--- src/sv/tgad_pkg.sv ---
// Shared types and constants of the TGA true-color stream decoder.
package tgad_pkg;

    // Largest accepted image side, in pixels.
    localparam int MAX_SIDE = 4096;

    // Header layout and accepted format codes.
    localparam logic [4:0] POS_TYPE      = 5'd2;
    localparam logic [4:0] POS_WIDTH_LO  = 5'd12;
    localparam logic [4:0] POS_WIDTH_HI  = 5'd13;
    localparam logic [4:0] POS_HEIGHT_LO = 5'd14;
    localparam logic [4:0] POS_HEIGHT_HI = 5'd15;
    localparam logic [4:0] POS_DEPTH     = 5'd16;
    localparam logic [4:0] POS_DESC      = 5'd17;

    localparam logic [7:0] TYPE_TRUECOLOR = 8'd2;
    localparam logic [7:0] DEPTH_24       = 8'd24;
    localparam logic [7:0] DEPTH_32       = 8'd32;
    localparam logic [3:0] ORIGIN_LOWER   = 4'h0;
    localparam logic [3:0] ORIGIN_ALPHA8  = 4'h8;

    localparam logic [2:0] BPP_NONE = 3'd0;
    localparam logic [2:0] BPP_24   = 3'd3;
    localparam logic [2:0] BPP_32   = 3'd4;

    // Queue sizes.
    localparam int CMD_DEPTH = 4;
    localparam int CMD_PTR_W = $clog2(CMD_DEPTH);
    localparam int CMD_CNT_W = CMD_PTR_W + 1;
    localparam int RES_DEPTH = 4;
    localparam int RES_PTR_W = $clog2(RES_DEPTH);
    localparam int RES_CNT_W = RES_PTR_W + 1;

    // Result kinds.
    typedef enum logic [1:0] {
        KIND_HEADER = 2'd0,
        KIND_PIXEL  = 2'd1,
        KIND_ERROR  = 2'd2
    } kind_t;

    // One input word: a byte of the file.
    typedef struct packed {
        logic [7:0] data_byte;
        logic       file_start;
    } in_word_t;

    // One result word.
    typedef struct packed {
        kind_t       kind;
        logic [15:0] image_width;
        logic [15:0] image_height;
        logic [2:0]  bytes_per_pixel;
        logic [23:0] pixel_index;
        logic [7:0]  red;
        logic [7:0]  green;
        logic [7:0]  blue;
        logic [7:0]  alpha;
        logic        last_pixel;
    } out_word_t;

    // Command passed from the parser to the executor.
    typedef struct packed {
        logic        is_header;
        logic [7:0]  type_code;
        logic [15:0] width;
        logic [15:0] height;
        logic [7:0]  depth_bits;
        logic [7:0]  descriptor_bits;
        logic [7:0]  red;
        logic [7:0]  green;
        logic [7:0]  blue;
        logic [7:0]  alpha;
    } cmd_t;

    // Status of the command queue as seen by its neighbors.
    typedef struct packed {
        logic full;
        logic empty;
    } queue_status_t;

    // Parser phases.
    typedef enum logic [2:0] {
        FR_IDLE   = 3'b001,
        FR_HEADER = 3'b010,
        FR_PIXELS = 3'b100
    } front_phase_t;

    // Executor phases.
    typedef enum logic [1:0] {
        BK_IDLE   = 2'b01,
        BK_PIXELS = 2'b10
    } back_phase_t;

endpackage

--- src/sv/tga_truecolor_stream_decoder_top.sv ---
// Decodes an uncompressed true-color TGA byte stream into header and pixel words.
// The decoder takes one file byte per clock for as long as the result side keeps
// popping: a parser classifies each byte and hands finished headers and pixels to
// an executor through a four-word command queue, and the executor writes result
// words into a four-word result queue. The word that completes a header or pixel
// is visible on the result ports after the command queue and then the result queue.
// full rises only when the result queue has filled and then the command queue
// behind it; the executor's single (height - 1) * width multiply on each header
// sets the longest path, and it never stalls the stream. A byte with file_start
// high begins a new 18-byte header at once, dropping whatever was in progress.
module tga_truecolor_stream_decoder_top (
    input  logic                 clk,
    input  logic                 rst_n,
    input  logic                 push,
    output logic                 full,
    input  tgad_pkg::in_word_t   item,
    output logic                 empty,
    input  logic                 pop,
    output tgad_pkg::out_word_t  result
);

    logic                     accept;
    logic                     cmd_push;
    logic                     cmd_pop;
    tgad_pkg::cmd_t           cmd_in;
    tgad_pkg::cmd_t           cmd_out;
    tgad_pkg::queue_status_t  cmd_status;

    assign full   = cmd_status.full;
    assign accept = push && !cmd_status.full;

    // Byte parser.
    tgad_front u_front (
        .clk      (clk),
        .rst_n    (rst_n),
        .accept   (accept),
        .item     (item),
        .cmd_push (cmd_push),
        .cmd      (cmd_in)
    );

    // Queue between parser and executor.
    tgad_cmd_queue u_cmd_queue (
        .clk     (clk),
        .rst_n   (rst_n),
        .wr_en   (cmd_push),
        .wr_data (cmd_in),
        .rd_en   (cmd_pop),
        .rd_data (cmd_out),
        .status  (cmd_status)
    );

    // Executor and result queue.
    tgad_back u_back (
        .clk       (clk),
        .rst_n     (rst_n),
        .cmd       (cmd_out),
        .cmd_empty (cmd_status.empty),
        .cmd_pop   (cmd_pop),
        .pop       (pop),
        .empty     (empty),
        .result    (result)
    );

endmodule

--- src/sv/tgad_front.sv ---
// Byte parser: collects the header and groups pixel bytes into commands.
module tgad_front (
    input  logic                clk,
    input  logic                rst_n,
    input  logic                accept,
    input  tgad_pkg::in_word_t  item,
    output logic                cmd_push,
    output tgad_pkg::cmd_t      cmd
);

    tgad_pkg::front_phase_t phase_reg, phase_next, eff_phase;
    logic [4:0]  hdr_pos_reg, hdr_pos_next, eff_pos;
    logic [1:0]  byte_cnt_reg, byte_cnt_next;
    logic [7:0]  type_reg, type_next;
    logic [15:0] width_reg, width_next;
    logic [15:0] height_reg, height_next;
    logic [7:0]  depth_reg, depth_next;
    logic [7:0]  blue_reg, blue_next;
    logic [7:0]  green_reg, green_next;
    logic [7:0]  red_reg, red_next;
    logic [7:0]  b;
    logic        four_bytes;

    assign b          = item.data_byte;
    assign four_bytes = (depth_reg != tgad_pkg::DEPTH_24);

    // A file start restarts the header at byte zero, whatever was in progress.
    assign eff_phase = item.file_start ? tgad_pkg::FR_HEADER : phase_reg;
    assign eff_pos   = item.file_start ? 5'd0 : hdr_pos_reg;

    // Next-state and command build.
    always_comb
    begin
        phase_next    = phase_reg;
        hdr_pos_next  = hdr_pos_reg;
        byte_cnt_next = byte_cnt_reg;
        type_next     = type_reg;
        width_next    = width_reg;
        height_next   = height_reg;
        depth_next    = depth_reg;
        blue_next     = blue_reg;
        green_next    = green_reg;
        red_next      = red_reg;
        cmd_push      = 1'b0;
        cmd           = '0;
        if (accept)
        begin
            phase_next = eff_phase;
            unique case (eff_phase)
                tgad_pkg::FR_HEADER:
                begin
                    hdr_pos_next = eff_pos + 5'd1;
                    unique case (eff_pos)
                        tgad_pkg::POS_TYPE:      type_next   = b;
                        tgad_pkg::POS_WIDTH_LO:  width_next  = {width_reg[15:8], b};
                        tgad_pkg::POS_WIDTH_HI:  width_next  = {b, width_reg[7:0]};
                        tgad_pkg::POS_HEIGHT_LO: height_next = {height_reg[15:8], b};
                        tgad_pkg::POS_HEIGHT_HI: height_next = {b, height_reg[7:0]};
                        tgad_pkg::POS_DEPTH:     depth_next  = b;
                        tgad_pkg::POS_DESC:
                        begin
                            cmd_push            = 1'b1;
                            cmd.is_header       = 1'b1;
                            cmd.type_code       = type_reg;
                            cmd.width           = width_reg;
                            cmd.height          = height_reg;
                            cmd.depth_bits      = depth_reg;
                            cmd.descriptor_bits = b;
                            phase_next          = tgad_pkg::FR_PIXELS;
                            byte_cnt_next       = 2'd0;
                        end
                        default: ;
                    endcase
                end
                tgad_pkg::FR_PIXELS:
                begin
                    // Stored order is blue, green, red, then alpha for 32-bit pixels.
                    unique case (byte_cnt_reg)
                        2'd0:
                        begin
                            blue_next     = b;
                            byte_cnt_next = 2'd1;
                        end
                        2'd1:
                        begin
                            green_next    = b;
                            byte_cnt_next = 2'd2;
                        end
                        2'd2:
                        begin
                            red_next = b;
                            if (four_bytes)
                            begin
                                byte_cnt_next = 2'd3;
                            end
                            else
                            begin
                                byte_cnt_next = 2'd0;
                                cmd_push      = 1'b1;
                                cmd.red       = b;
                                cmd.green     = green_reg;
                                cmd.blue      = blue_reg;
                            end
                        end
                        default:
                        begin
                            byte_cnt_next = 2'd0;
                            cmd_push      = 1'b1;
                            cmd.red       = red_reg;
                            cmd.green     = green_reg;
                            cmd.blue      = blue_reg;
                            cmd.alpha     = b;
                        end
                    endcase
                end
                default: ;
            endcase
        end
    end

    // Control state.
    always_ff @(posedge clk or negedge rst_n)
    begin
        if (!rst_n)
        begin
            phase_reg    <= tgad_pkg::FR_IDLE;
            hdr_pos_reg  <= 5'd0;
            byte_cnt_reg <= 2'd0;
        end
        else
        begin
            phase_reg    <= phase_next;
            hdr_pos_reg  <= hdr_pos_next;
            byte_cnt_reg <= byte_cnt_next;
        end
    end

    // Header fields and partial pixel.
    always_ff @(posedge clk)
    begin
        type_reg   <= type_next;
        width_reg  <= width_next;
        height_reg <= height_next;
        depth_reg  <= depth_next;
        blue_reg   <= blue_next;
        green_reg  <= green_next;
        red_reg    <= red_next;
    end

endmodule

--- src/sv/tgad_cmd_queue.sv ---
// Short command queue between the parser and the executor.
module tgad_cmd_queue (
    input  logic                     clk,
    input  logic                     rst_n,
    input  logic                     wr_en,
    input  tgad_pkg::cmd_t           wr_data,
    input  logic                     rd_en,
    output tgad_pkg::cmd_t           rd_data,
    output tgad_pkg::queue_status_t  status
);

    tgad_pkg::cmd_t                    slot_reg [tgad_pkg::CMD_DEPTH];
    logic [tgad_pkg::CMD_PTR_W-1:0]    wr_ptr_reg, wr_ptr_next;
    logic [tgad_pkg::CMD_PTR_W-1:0]    rd_ptr_reg, rd_ptr_next;
    logic [tgad_pkg::CMD_CNT_W-1:0]    count_reg, count_next;
    logic                              do_wr, do_rd;

    assign status.full  = (count_reg == tgad_pkg::CMD_CNT_W'(tgad_pkg::CMD_DEPTH));
    assign status.empty = (count_reg == '0);
    assign do_wr        = wr_en && !status.full;
    assign do_rd        = rd_en && !status.empty;
    assign rd_data      = slot_reg[rd_ptr_reg];

    // Pointer and fill count updates.
    always_comb
    begin
        wr_ptr_next = wr_ptr_reg;
        rd_ptr_next = rd_ptr_reg;
        count_next  = count_reg;
        if (do_wr)
        begin
            wr_ptr_next = (wr_ptr_reg == tgad_pkg::CMD_PTR_W'(tgad_pkg::CMD_DEPTH - 1))
                        ? '0 : wr_ptr_reg + 1'b1;
        end
        if (do_rd)
        begin
            rd_ptr_next = (rd_ptr_reg == tgad_pkg::CMD_PTR_W'(tgad_pkg::CMD_DEPTH - 1))
                        ? '0 : rd_ptr_reg + 1'b1;
        end
        if (do_wr && !do_rd)
        begin
            count_next = count_reg + 1'b1;
        end
        else if (do_rd && !do_wr)
        begin
            count_next = count_reg - 1'b1;
        end
    end

    always_ff @(posedge clk or negedge rst_n)
    begin
        if (!rst_n)
        begin
            wr_ptr_reg <= '0;
            rd_ptr_reg <= '0;
            count_reg  <= '0;
        end
        else
        begin
            wr_ptr_reg <= wr_ptr_next;
            rd_ptr_reg <= rd_ptr_next;
            count_reg  <= count_next;
        end
    end

    // Storage slots.
    always_ff @(posedge clk)
    begin
        if (do_wr)
        begin
            slot_reg[wr_ptr_reg] <= wr_data;
        end
    end

endmodule

--- src/sv/tgad_back.sv ---
// Executor: checks headers, tracks the raster position and queues result words.
module tgad_back (
    input  logic                     clk,
    input  logic                     rst_n,
    input  tgad_pkg::cmd_t           cmd,
    input  logic                     cmd_empty,
    output logic                     cmd_pop,
    input  logic                     pop,
    output logic                     empty,
    output tgad_pkg::out_word_t      result
);

    tgad_pkg::back_phase_t            phase_reg, phase_next;
    logic [15:0]                      width_reg, width_next;
    logic [15:0]                      height_reg, height_next;
    logic [2:0]                       bpp_reg, bpp_next;
    logic [12:0]                      col_reg, col_next;
    logic [12:0]                      rows_left_reg, rows_left_next;
    logic [23:0]                      row_base_reg, row_base_next;
    tgad_pkg::out_word_t              res_word;
    logic                             res_push;
    logic                             header_ok;
    logic [3:0]                       origin;
    logic [15:0]                      height_less_one;
    logic [31:0]                      base_product;
    logic [15:0]                      col_plus_one;
    logic                             is_last;

    tgad_pkg::out_word_t              res_slot_reg [tgad_pkg::RES_DEPTH];
    logic [tgad_pkg::RES_PTR_W-1:0]   res_wr_ptr_reg, res_wr_ptr_next;
    logic [tgad_pkg::RES_PTR_W-1:0]   res_rd_ptr_reg, res_rd_ptr_next;
    logic [tgad_pkg::RES_CNT_W-1:0]   res_count_reg, res_count_next;
    logic                             res_full;
    logic                             res_pop;

    // A command is taken whenever there is room for the word it may produce.
    assign res_full = (res_count_reg == tgad_pkg::RES_CNT_W'(tgad_pkg::RES_DEPTH));
    assign cmd_pop  = !cmd_empty && !res_full;

    // Header acceptance test.
    assign origin    = cmd.descriptor_bits[3:0];
    assign header_ok = (cmd.type_code == tgad_pkg::TYPE_TRUECOLOR)
                    && (cmd.depth_bits == tgad_pkg::DEPTH_24
                        || cmd.depth_bits == tgad_pkg::DEPTH_32)
                    && (origin == tgad_pkg::ORIGIN_LOWER
                        || origin == tgad_pkg::ORIGIN_ALPHA8)
                    && (cmd.width <= 16'(tgad_pkg::MAX_SIDE))
                    && (cmd.height <= 16'(tgad_pkg::MAX_SIDE));

    // Index of the first pixel of the bottom row: (height - 1) * width.
    assign height_less_one = cmd.height - 16'd1;
    assign base_product    = height_less_one * cmd.width;

    assign col_plus_one = {3'b000, col_reg} + 16'd1;
    assign is_last      = (rows_left_reg == 13'd1) && (col_plus_one == width_reg);

    // Command execution.
    always_comb
    begin
        phase_next     = phase_reg;
        width_next     = width_reg;
        height_next    = height_reg;
        bpp_next       = bpp_reg;
        col_next       = col_reg;
        rows_left_next = rows_left_reg;
        row_base_next  = row_base_reg;
        res_push       = 1'b0;
        res_word       = '0;
        if (cmd_pop)
        begin
            if (cmd.is_header)
            begin
                res_push              = 1'b1;
                res_word.image_width  = cmd.width;
                res_word.image_height = cmd.height;
                width_next            = cmd.width;
                height_next           = cmd.height;
                col_next              = 13'd0;
                rows_left_next        = cmd.height[12:0];
                row_base_next         = base_product[23:0];
                if (!header_ok)
                begin
                    res_word.kind = tgad_pkg::KIND_ERROR;
                    phase_next    = tgad_pkg::BK_IDLE;
                    bpp_next      = tgad_pkg::BPP_NONE;
                end
                else
                begin
                    res_word.kind            = tgad_pkg::KIND_HEADER;
                    bpp_next                 = (cmd.depth_bits == tgad_pkg::DEPTH_24)
                                             ? tgad_pkg::BPP_24 : tgad_pkg::BPP_32;
                    res_word.bytes_per_pixel = bpp_next;
                    // An empty image produces no pixels at all.
                    phase_next = (cmd.width == 16'd0 || cmd.height == 16'd0)
                               ? tgad_pkg::BK_IDLE : tgad_pkg::BK_PIXELS;
                end
            end
            else if (phase_reg == tgad_pkg::BK_PIXELS)
            begin
                res_push                 = 1'b1;
                res_word.kind            = tgad_pkg::KIND_PIXEL;
                res_word.image_width     = width_reg;
                res_word.image_height    = height_reg;
                res_word.bytes_per_pixel = bpp_reg;
                res_word.pixel_index     = row_base_reg + {11'd0, col_reg};
                res_word.red             = cmd.red;
                res_word.green           = cmd.green;
                res_word.blue            = cmd.blue;
                res_word.alpha           = cmd.alpha;
                res_word.last_pixel      = is_last;
                // Rows are stored bottom-up: each finished row moves the base one row up.
                if (col_plus_one >= width_reg)
                begin
                    col_next       = 13'd0;
                    rows_left_next = rows_left_reg - 13'd1;
                    row_base_next  = row_base_reg - {8'd0, width_reg};
                end
                else
                begin
                    col_next = col_plus_one[12:0];
                end
                if (is_last)
                begin
                    phase_next = tgad_pkg::BK_IDLE;
                end
            end
        end
    end

    always_ff @(posedge clk or negedge rst_n)
    begin
        if (!rst_n)
        begin
            phase_reg <= tgad_pkg::BK_IDLE;
        end
        else
        begin
            phase_reg <= phase_next;
        end
    end

    always_ff @(posedge clk)
    begin
        width_reg     <= width_next;
        height_reg    <= height_next;
        bpp_reg       <= bpp_next;
        col_reg       <= col_next;
        rows_left_reg <= rows_left_next;
        row_base_reg  <= row_base_next;
    end

    // Result queue: the oldest word is shown while the queue is not empty.
    assign empty   = (res_count_reg == '0);
    assign res_pop = pop && !empty;
    assign result  = res_slot_reg[res_rd_ptr_reg];

    always_comb
    begin
        res_wr_ptr_next = res_wr_ptr_reg;
        res_rd_ptr_next = res_rd_ptr_reg;
        res_count_next  = res_count_reg;
        if (res_push)
        begin
            res_wr_ptr_next = (res_wr_ptr_reg == tgad_pkg::RES_PTR_W'(tgad_pkg::RES_DEPTH - 1))
                            ? '0 : res_wr_ptr_reg + 1'b1;
        end
        if (res_pop)
        begin
            res_rd_ptr_next = (res_rd_ptr_reg == tgad_pkg::RES_PTR_W'(tgad_pkg::RES_DEPTH - 1))
                            ? '0 : res_rd_ptr_reg + 1'b1;
        end
        if (res_push && !res_pop)
        begin
            res_count_next = res_count_reg + 1'b1;
        end
        else if (res_pop && !res_push)
        begin
            res_count_next = res_count_reg - 1'b1;
        end
    end

    always_ff @(posedge clk or negedge rst_n)
    begin
        if (!rst_n)
        begin
            res_wr_ptr_reg <= '0;
            res_rd_ptr_reg <= '0;
            res_count_reg  <= '0;
        end
        else
        begin
            res_wr_ptr_reg <= res_wr_ptr_next;
            res_rd_ptr_reg <= res_rd_ptr_next;
            res_count_reg  <= res_count_next;
        end
    end

    always_ff @(posedge clk)
    begin
        if (res_push)
        begin
            res_slot_reg[res_wr_ptr_reg] <= res_word;
        end
    end

endmodule

--- config.mk ---
export PLATFORM = sky130hd
export DESIGN_NAME = tga_truecolor_stream_decoder_top
export DESIGN_NICKNAME = d
export VERILOG_FILES = /design/src/sv/tgad_pkg.sv /design/src/sv/tga_truecolor_stream_decoder_top.sv /design/src/sv/tgad_front.sv /design/src/sv/tgad_cmd_queue.sv /design/src/sv/tgad_back.sv
export SDC_FILE = /design/constraint.sdc
export NUM_CORES = 1
export LEC_CHECK = 0
export BUFFER_PORTS_ARGS = -buffer_cell sky130_fd_sc_hd__buf_2
export CAP_MARGIN = 20
export CORE_MARGIN = 3
export CORE_UTILIZATION = 42
export CTS_BUF_LIST = sky130_fd_sc_hd__clkbuf_2 sky130_fd_sc_hd__clkbuf_4 sky130_fd_sc_hd__clkbuf_8
export DETAILED_ROUTE_END_ITERATION = 10
export PLACE_DENSITY = 0.58
export SLEW_MARGIN = 20
export SYNTH_ARGS = -nofsm -noshare
export SYNTH_HDL_FRONTEND = slang
export SYNTH_SLANG_ARGS = --single-unit
--- constraint.sdc ---
create_clock -name clk -period 13.8 [get_ports clk]
set_input_delay 0.69 -clock clk [delete_from_list [all_inputs] [get_ports clk]]
set_output_delay 0.69 -clock clk [all_outputs]
set_load 0.02 [all_outputs]
* Word-level counts from Yosys, hierarchy flattened
Memories as Yosys holds them, arrays and structs flattened.
Cells that the tools add are included.
** Cells by class
- Magnitude comparators :: 3
- Bitwise gates (word level) :: 4
- Eq/ne operators :: 26
- $mul :: 1
- Mux-type cells :: 57
- Reductions and logical operators :: 54
- Add/subtract/negate cells :: 14
** Operator list (number)
- $mux W57 :: 3
- $mux W24 :: 4
- $mux W94 :: 1
- $mux W93 :: 1
- $mux W89 :: 1
- $mux W13 :: 5
- $pmux W16 S2 :: 2
- $pmux W24 S2 :: 1
- $mux W37 :: 1
- $le A16 B13 Y1 const B :: 2
- $logic_not A16 Y1 :: 2
- $mux W32 :: 1
- $mux W3 :: 9
- $add A24 B13 Y24 :: 1
- $mul A16 B16 Y24 :: 1
- $mux W2 :: 12
- $reduce_and A3 Y1 :: 8
- $sub A24 B16 Y24 :: 1
- $eq A5 B4 Y1 const B :: 4
- $eq A16 B16 Y1 :: 1
- $ge A16 B16 Y1 :: 1
- $reduce_and A4 Y1 :: 4
- $sub A16 B1 Y16 const B :: 1
- $add A13 B1 Y14 const B :: 1
- 35 further kinds :: 91
** Storage, ports and cells
- Bits in registers :: 183
- Logic and storage cells :: 186
- Memory bits (writable) :: 732
- Memories :: 2
- Output and inout bits :: 96
** Memory list
- u_back.res_slot_reg :: words 4, bits a word 94, rd ports 1, clocked after memory_dff 0, wr ports 1, RTL line tgad_back.sv:29 : tgad_pkg::out_word_t res_slot_reg [tgad_pkg::RES_DEPTH];
- u_cmd_queue.slot_reg :: words 4, bits a word 89, rd ports 1, clocked after memory_dff 0, wr ports 1, RTL line tgad_cmd_queue.sv:12 : tgad_pkg::cmd_t slot_reg [tgad_pkg::CMD_DEPTH];

* Logic depth before layout (Yosys ltp)
- Word-level depth :: 10
- Gate-level depth with buffers :: 34
- Gate-level depth less buffers :: 31

* Cells and area by module
From an unflattened synthesis, not the netlist that was laid out.
** Unflattened totals
- Cells, all modules :: 2851
- Area, all modules :: 44595.3 µm²
** Modules (own cells, without submodules)
- tgad_back :: seq. area each 13919.6 µm², times used 1, cells each 2061, area an instance 27442.6 µm²
- tgad_cmd_queue :: seq. area each 10865.4 µm², times used 1, cells each 502, area an instance 13386.6 µm²
- tgad_front :: seq. area each 2413.6 µm², times used 1, cells each 287, area an instance 3752.3 µm²
- tga_truecolor_stream_decoder_top :: seq. area each 0.0 µm², times used 1, cells each 1, area an instance 13.8 µm²

* Worst setup path after synthesis
No wires, ideal clock.
- Kind :: register to register
- Start :: reg u_cmd_queue.rd_ptr_reg[0] in the netlist's numbering
- End :: reg u_back.row_base_reg[22] (data pin)
- Setup time :: 259 ps
- Arrival time :: 7816 ps
- Stages on the path, launching flop included :: 31
- Path slack :: 5725 ps
- Cells stage by stage :: dfrtp_1 -> buf_6 -> buf_6 -> mux4_2 -> inv_1 -> ha_1 -> nand2b_1 -> or4_1 -> xnor2_1 -> clkbuf_1 -> nand2_1 -> fa_1 -> inv_1 -> fa_1 -> inv_1 -> fa_1 -> inv_1 -> fa_1 -> fa_1 -> inv_1 -> fa_1 -> inv_1 -> ha_1 -> nor2b_1 -> o21ai_0 -> nand2b_1 -> a2111oi_0 -> o22ai_1 -> a311o_1 -> xor2_1 -> a211o_1
** On the way
- Cells in the longest elaborated chain, start to end :: 4
** Ends and longest elaborated chain
- start, declared :: RTL line tgad_cmd_queue.sv:14 : logic [tgad_pkg::CMD_PTR_W-1:0] rd_ptr_reg, rd_ptr_next;
- start signal, assigned :: RTL line tgad_cmd_queue.sv:61 : rd_ptr_reg <= rd_ptr_next;
- $mem_v2 Z4 W89 (*)
- $sub A16 B1 Y16 :: RTL line tgad_back.sv:51 : assign height_less_one = cmd.height - 16'd1;
- $mul A16 B16 Y24 :: RTL line tgad_back.sv:52 : assign base_product = height_less_one * cmd.width;
- $mux W24 (*) :: RTL line tgad_back.sv:71 : if (cmd.is_header)
- end signal, assigned :: RTL line tgad_back.sv:149 : row_base_reg <= row_base_next;
- end, declared :: RTL line tgad_back.sv:19 : logic [23:0] row_base_reg, row_base_next;
Mark *: on every way between the ends. The rest lies on a longest branch, timed or not.
A chain may end at the register's enable or synchronous reset.

* Worst setup path after layout
Same ends and word-level chain as after synthesis.

==> metrics <==
Syn-to-layout area delta=12.0%; First DRT Iteration DRCs=1948; routed wire length=97.7 mm; register area=26600 um^2; final std cells w/o fill=4550; CTS tree=yes; clock latency at the later pin of the worst-skew pair=0.79 ns; Global Route Usage Sum=0.184; async set-reset flop share out of synthesis=0.0292; largest net degree at the start of global routing=69; Max-Cap Viols=0; placed cell area=45500 um^2; reg2reg path depth=28; Antenna Nets Post-Route=0; clk slew on worst S/H paths=0.05 ns; Placer Congestion=0.829; IO Port Bufs=108; grt ovf=0; EDFF count, synth=864; CP Class=reg -> reg; Filler cells=8838; clock root buffer=clkbuf_8; reg2reg setup slack=4.26 ns; Die Ht=328 um; Avg Synthesized Cell Area=15.1 um^2; Yosys Warn Count=0; HP Start=item[0]; Initial Util=0.425; Synth area leader=edfxtp_1; Clock Sink Count=890; Post-CTS Setup Bufs=0; max incr delay on CP=0.90 ns; global-route wire length before repair=151 mm; Via density=5.29; core area=102000 um^2; drt wl/cell=21.5 um; status=finished clean; Final Cycle Share=0.692; nets@finish=3370; DP Cell Count=4264; Crit. End Element=register; Crit Path Max Fanout=38; number of antenna violations at the first check in global routing=6; number of global-route vias before repair=25300; synth top area cells=edfxtp_1 (60%), mux4_2 (8.1%), fa_1 (7.9%), ha_1 (3.9%), and2_1 (2.9%); Hold Vio Cnt, Final=0; Die Area=107000 um^2; synthesized area=43400 um^2; worst slew pin tran=1.18 ns; DR DRC count=0; share of cells above drive strength 1=0.188; Max Buffers Root-to-Sink=3; worst reg2reg path endpoint=u_back.row_base_reg[22]; setup tns final=0 ns; Max Slew Vio Count=0; synth unique cells=76; fmax=0.105 GHz; RSZ-0062 raised after global routing=false; startpoint types=register; Final Setup Violations=0; drt pass-1 iters=6; CP arrival=10.08 ns; Min-Delay Path Class=in -> reg; IO Count=109; most common cell in the netlist=edfxtp_1; Slowest-stage cell, CP=dfrtp_4; Design Area, Final=48700 um^2; clk_skew=0.0694 ns; post-synthesis net count=3193; proportion of synthesized chip area in sequential cells=0.612; max reg flops=372; CP most frequent cell=fa_1; footprint of the multi-input gates=15400 um^2; Max-slew headroom=0.204; Yosys reg bits=890; Most used DFF post-synth=edfxtp_1; Critical Path Sink=u_back.row_base_reg[22]; die width=328 um; row count=117; via count=24100; post-DP HPWL=64.3 mm; CTS buffer count=151; FF-to-FF Start=u_cmd_queue.rd_ptr_reg[0]; beginning of the critical path=u_cmd_queue.rd_ptr_reg[0]; Period minus WS final=9.54 ns; CTS H-Tree Depth=4; Synth top cells by count=edfxtp_1 (864), inv_1 (258), nand2_1 (227); Mapped Cells=2874; Yosys top cell area share=0.597; Worst EP required=14.34 ns
## layer usage
metal  wire length [um]  part of all wire  vias up  global-route usage
li1                   -                 -    10800                   -
met1              43900              0.45    12400               0.260
met2              46900              0.48      674               0.298
met3               5260             0.054      134              0.0335
met4               1680             0.017        0              0.0469
met5                  0                 0        -                   0
## worst min-delay path by stage
stage | endpoint | slack [ns] | cells past startpoint
3_5_place_dp | u_front.phase_reg[2] | 0.49 | 1
5_1_grt | u_front.phase_reg[1] | 0.28 | 3
4_1_cts | u_front.phase_reg[1] | 0.23 | 3
3_3_place_gp | u_cmd_queue.count_reg[2] | 0.48 | 1
6_report | u_front.phase_reg[1] | 0.31 | 3
2_1_floorplan | u_back.phase_reg[1] | 0.39 | 0
## cells by family after synthesis
group | synth area share
DFF | 0.612
AOI/OAI and AO/OA | 0.0362
xor gates and xnor gates | 0.0226
muxes | 0.0855
and+or+nand+nor | 0.0918
buffers and inverters | 0.0338
adders and majority gates | 0.118
## placed cells by master, fill, tap and decap left out, types with 50 or more instances in the layout
cell      count
a21oi_1      63
and2_1      194
buf_2       108
clkbuf_4     50
clkbuf_8    163
edfxtp_1    864
fa_1        172
ha_1        134
inv_1       257
mux4_2      157
nand2_1     227
nor2_1      111
nor2b_1      50
o21ai_0      67
xnor2_1      56
## per-stage QoR
step                worst slack (ns)   util  hold slack [ns]
floorplan                       5.73      -            0.394
global placement                4.23  0.445            0.475
detailed placement              4.23  0.446            0.486
CTS                             4.20  0.476            0.235
global route                    3.65  0.476            0.279
finish                          4.26  0.476            0.310
## area by class of cell
class / instances / area share
Antenna cell: 5 / 0.000257
Clock buffer: 213 / 0.0538
Clock inverter: 66 / 0.00967
Inverter: 259 / 0.0200
Multi-Input combinational cell: 1605 / 0.317
Sequential cell: 890 / 0.547
Tap cell: 1368 / 0.0352
Timing Repair Buffer: 144 / 0.0171
## what timing repair did
action                    CTS  global route
hold buffers                1             0
hold endpoints to repair   24             0
resized for setup           0             0
## critical path: cells and delay by family, from the launching register on
kind | cells | cell delay, ns
AO/OA/AOI/OAI | 6 | 1.57
adder cells (fa/ha/maj) | 8 | 3.60
multiplexers | 1 | 0.82
XOR/XNOR | 2 | 0.98
buffers and inverters | 5 | 0.46
flip-flops | 1 | 0.90
AND/OR/NAND/NOR | 6 | 0.92
Power is left out: the tool's default activity adds up to more than one toggle a clock period on the data nets, which glitch-free logic cannot reach.
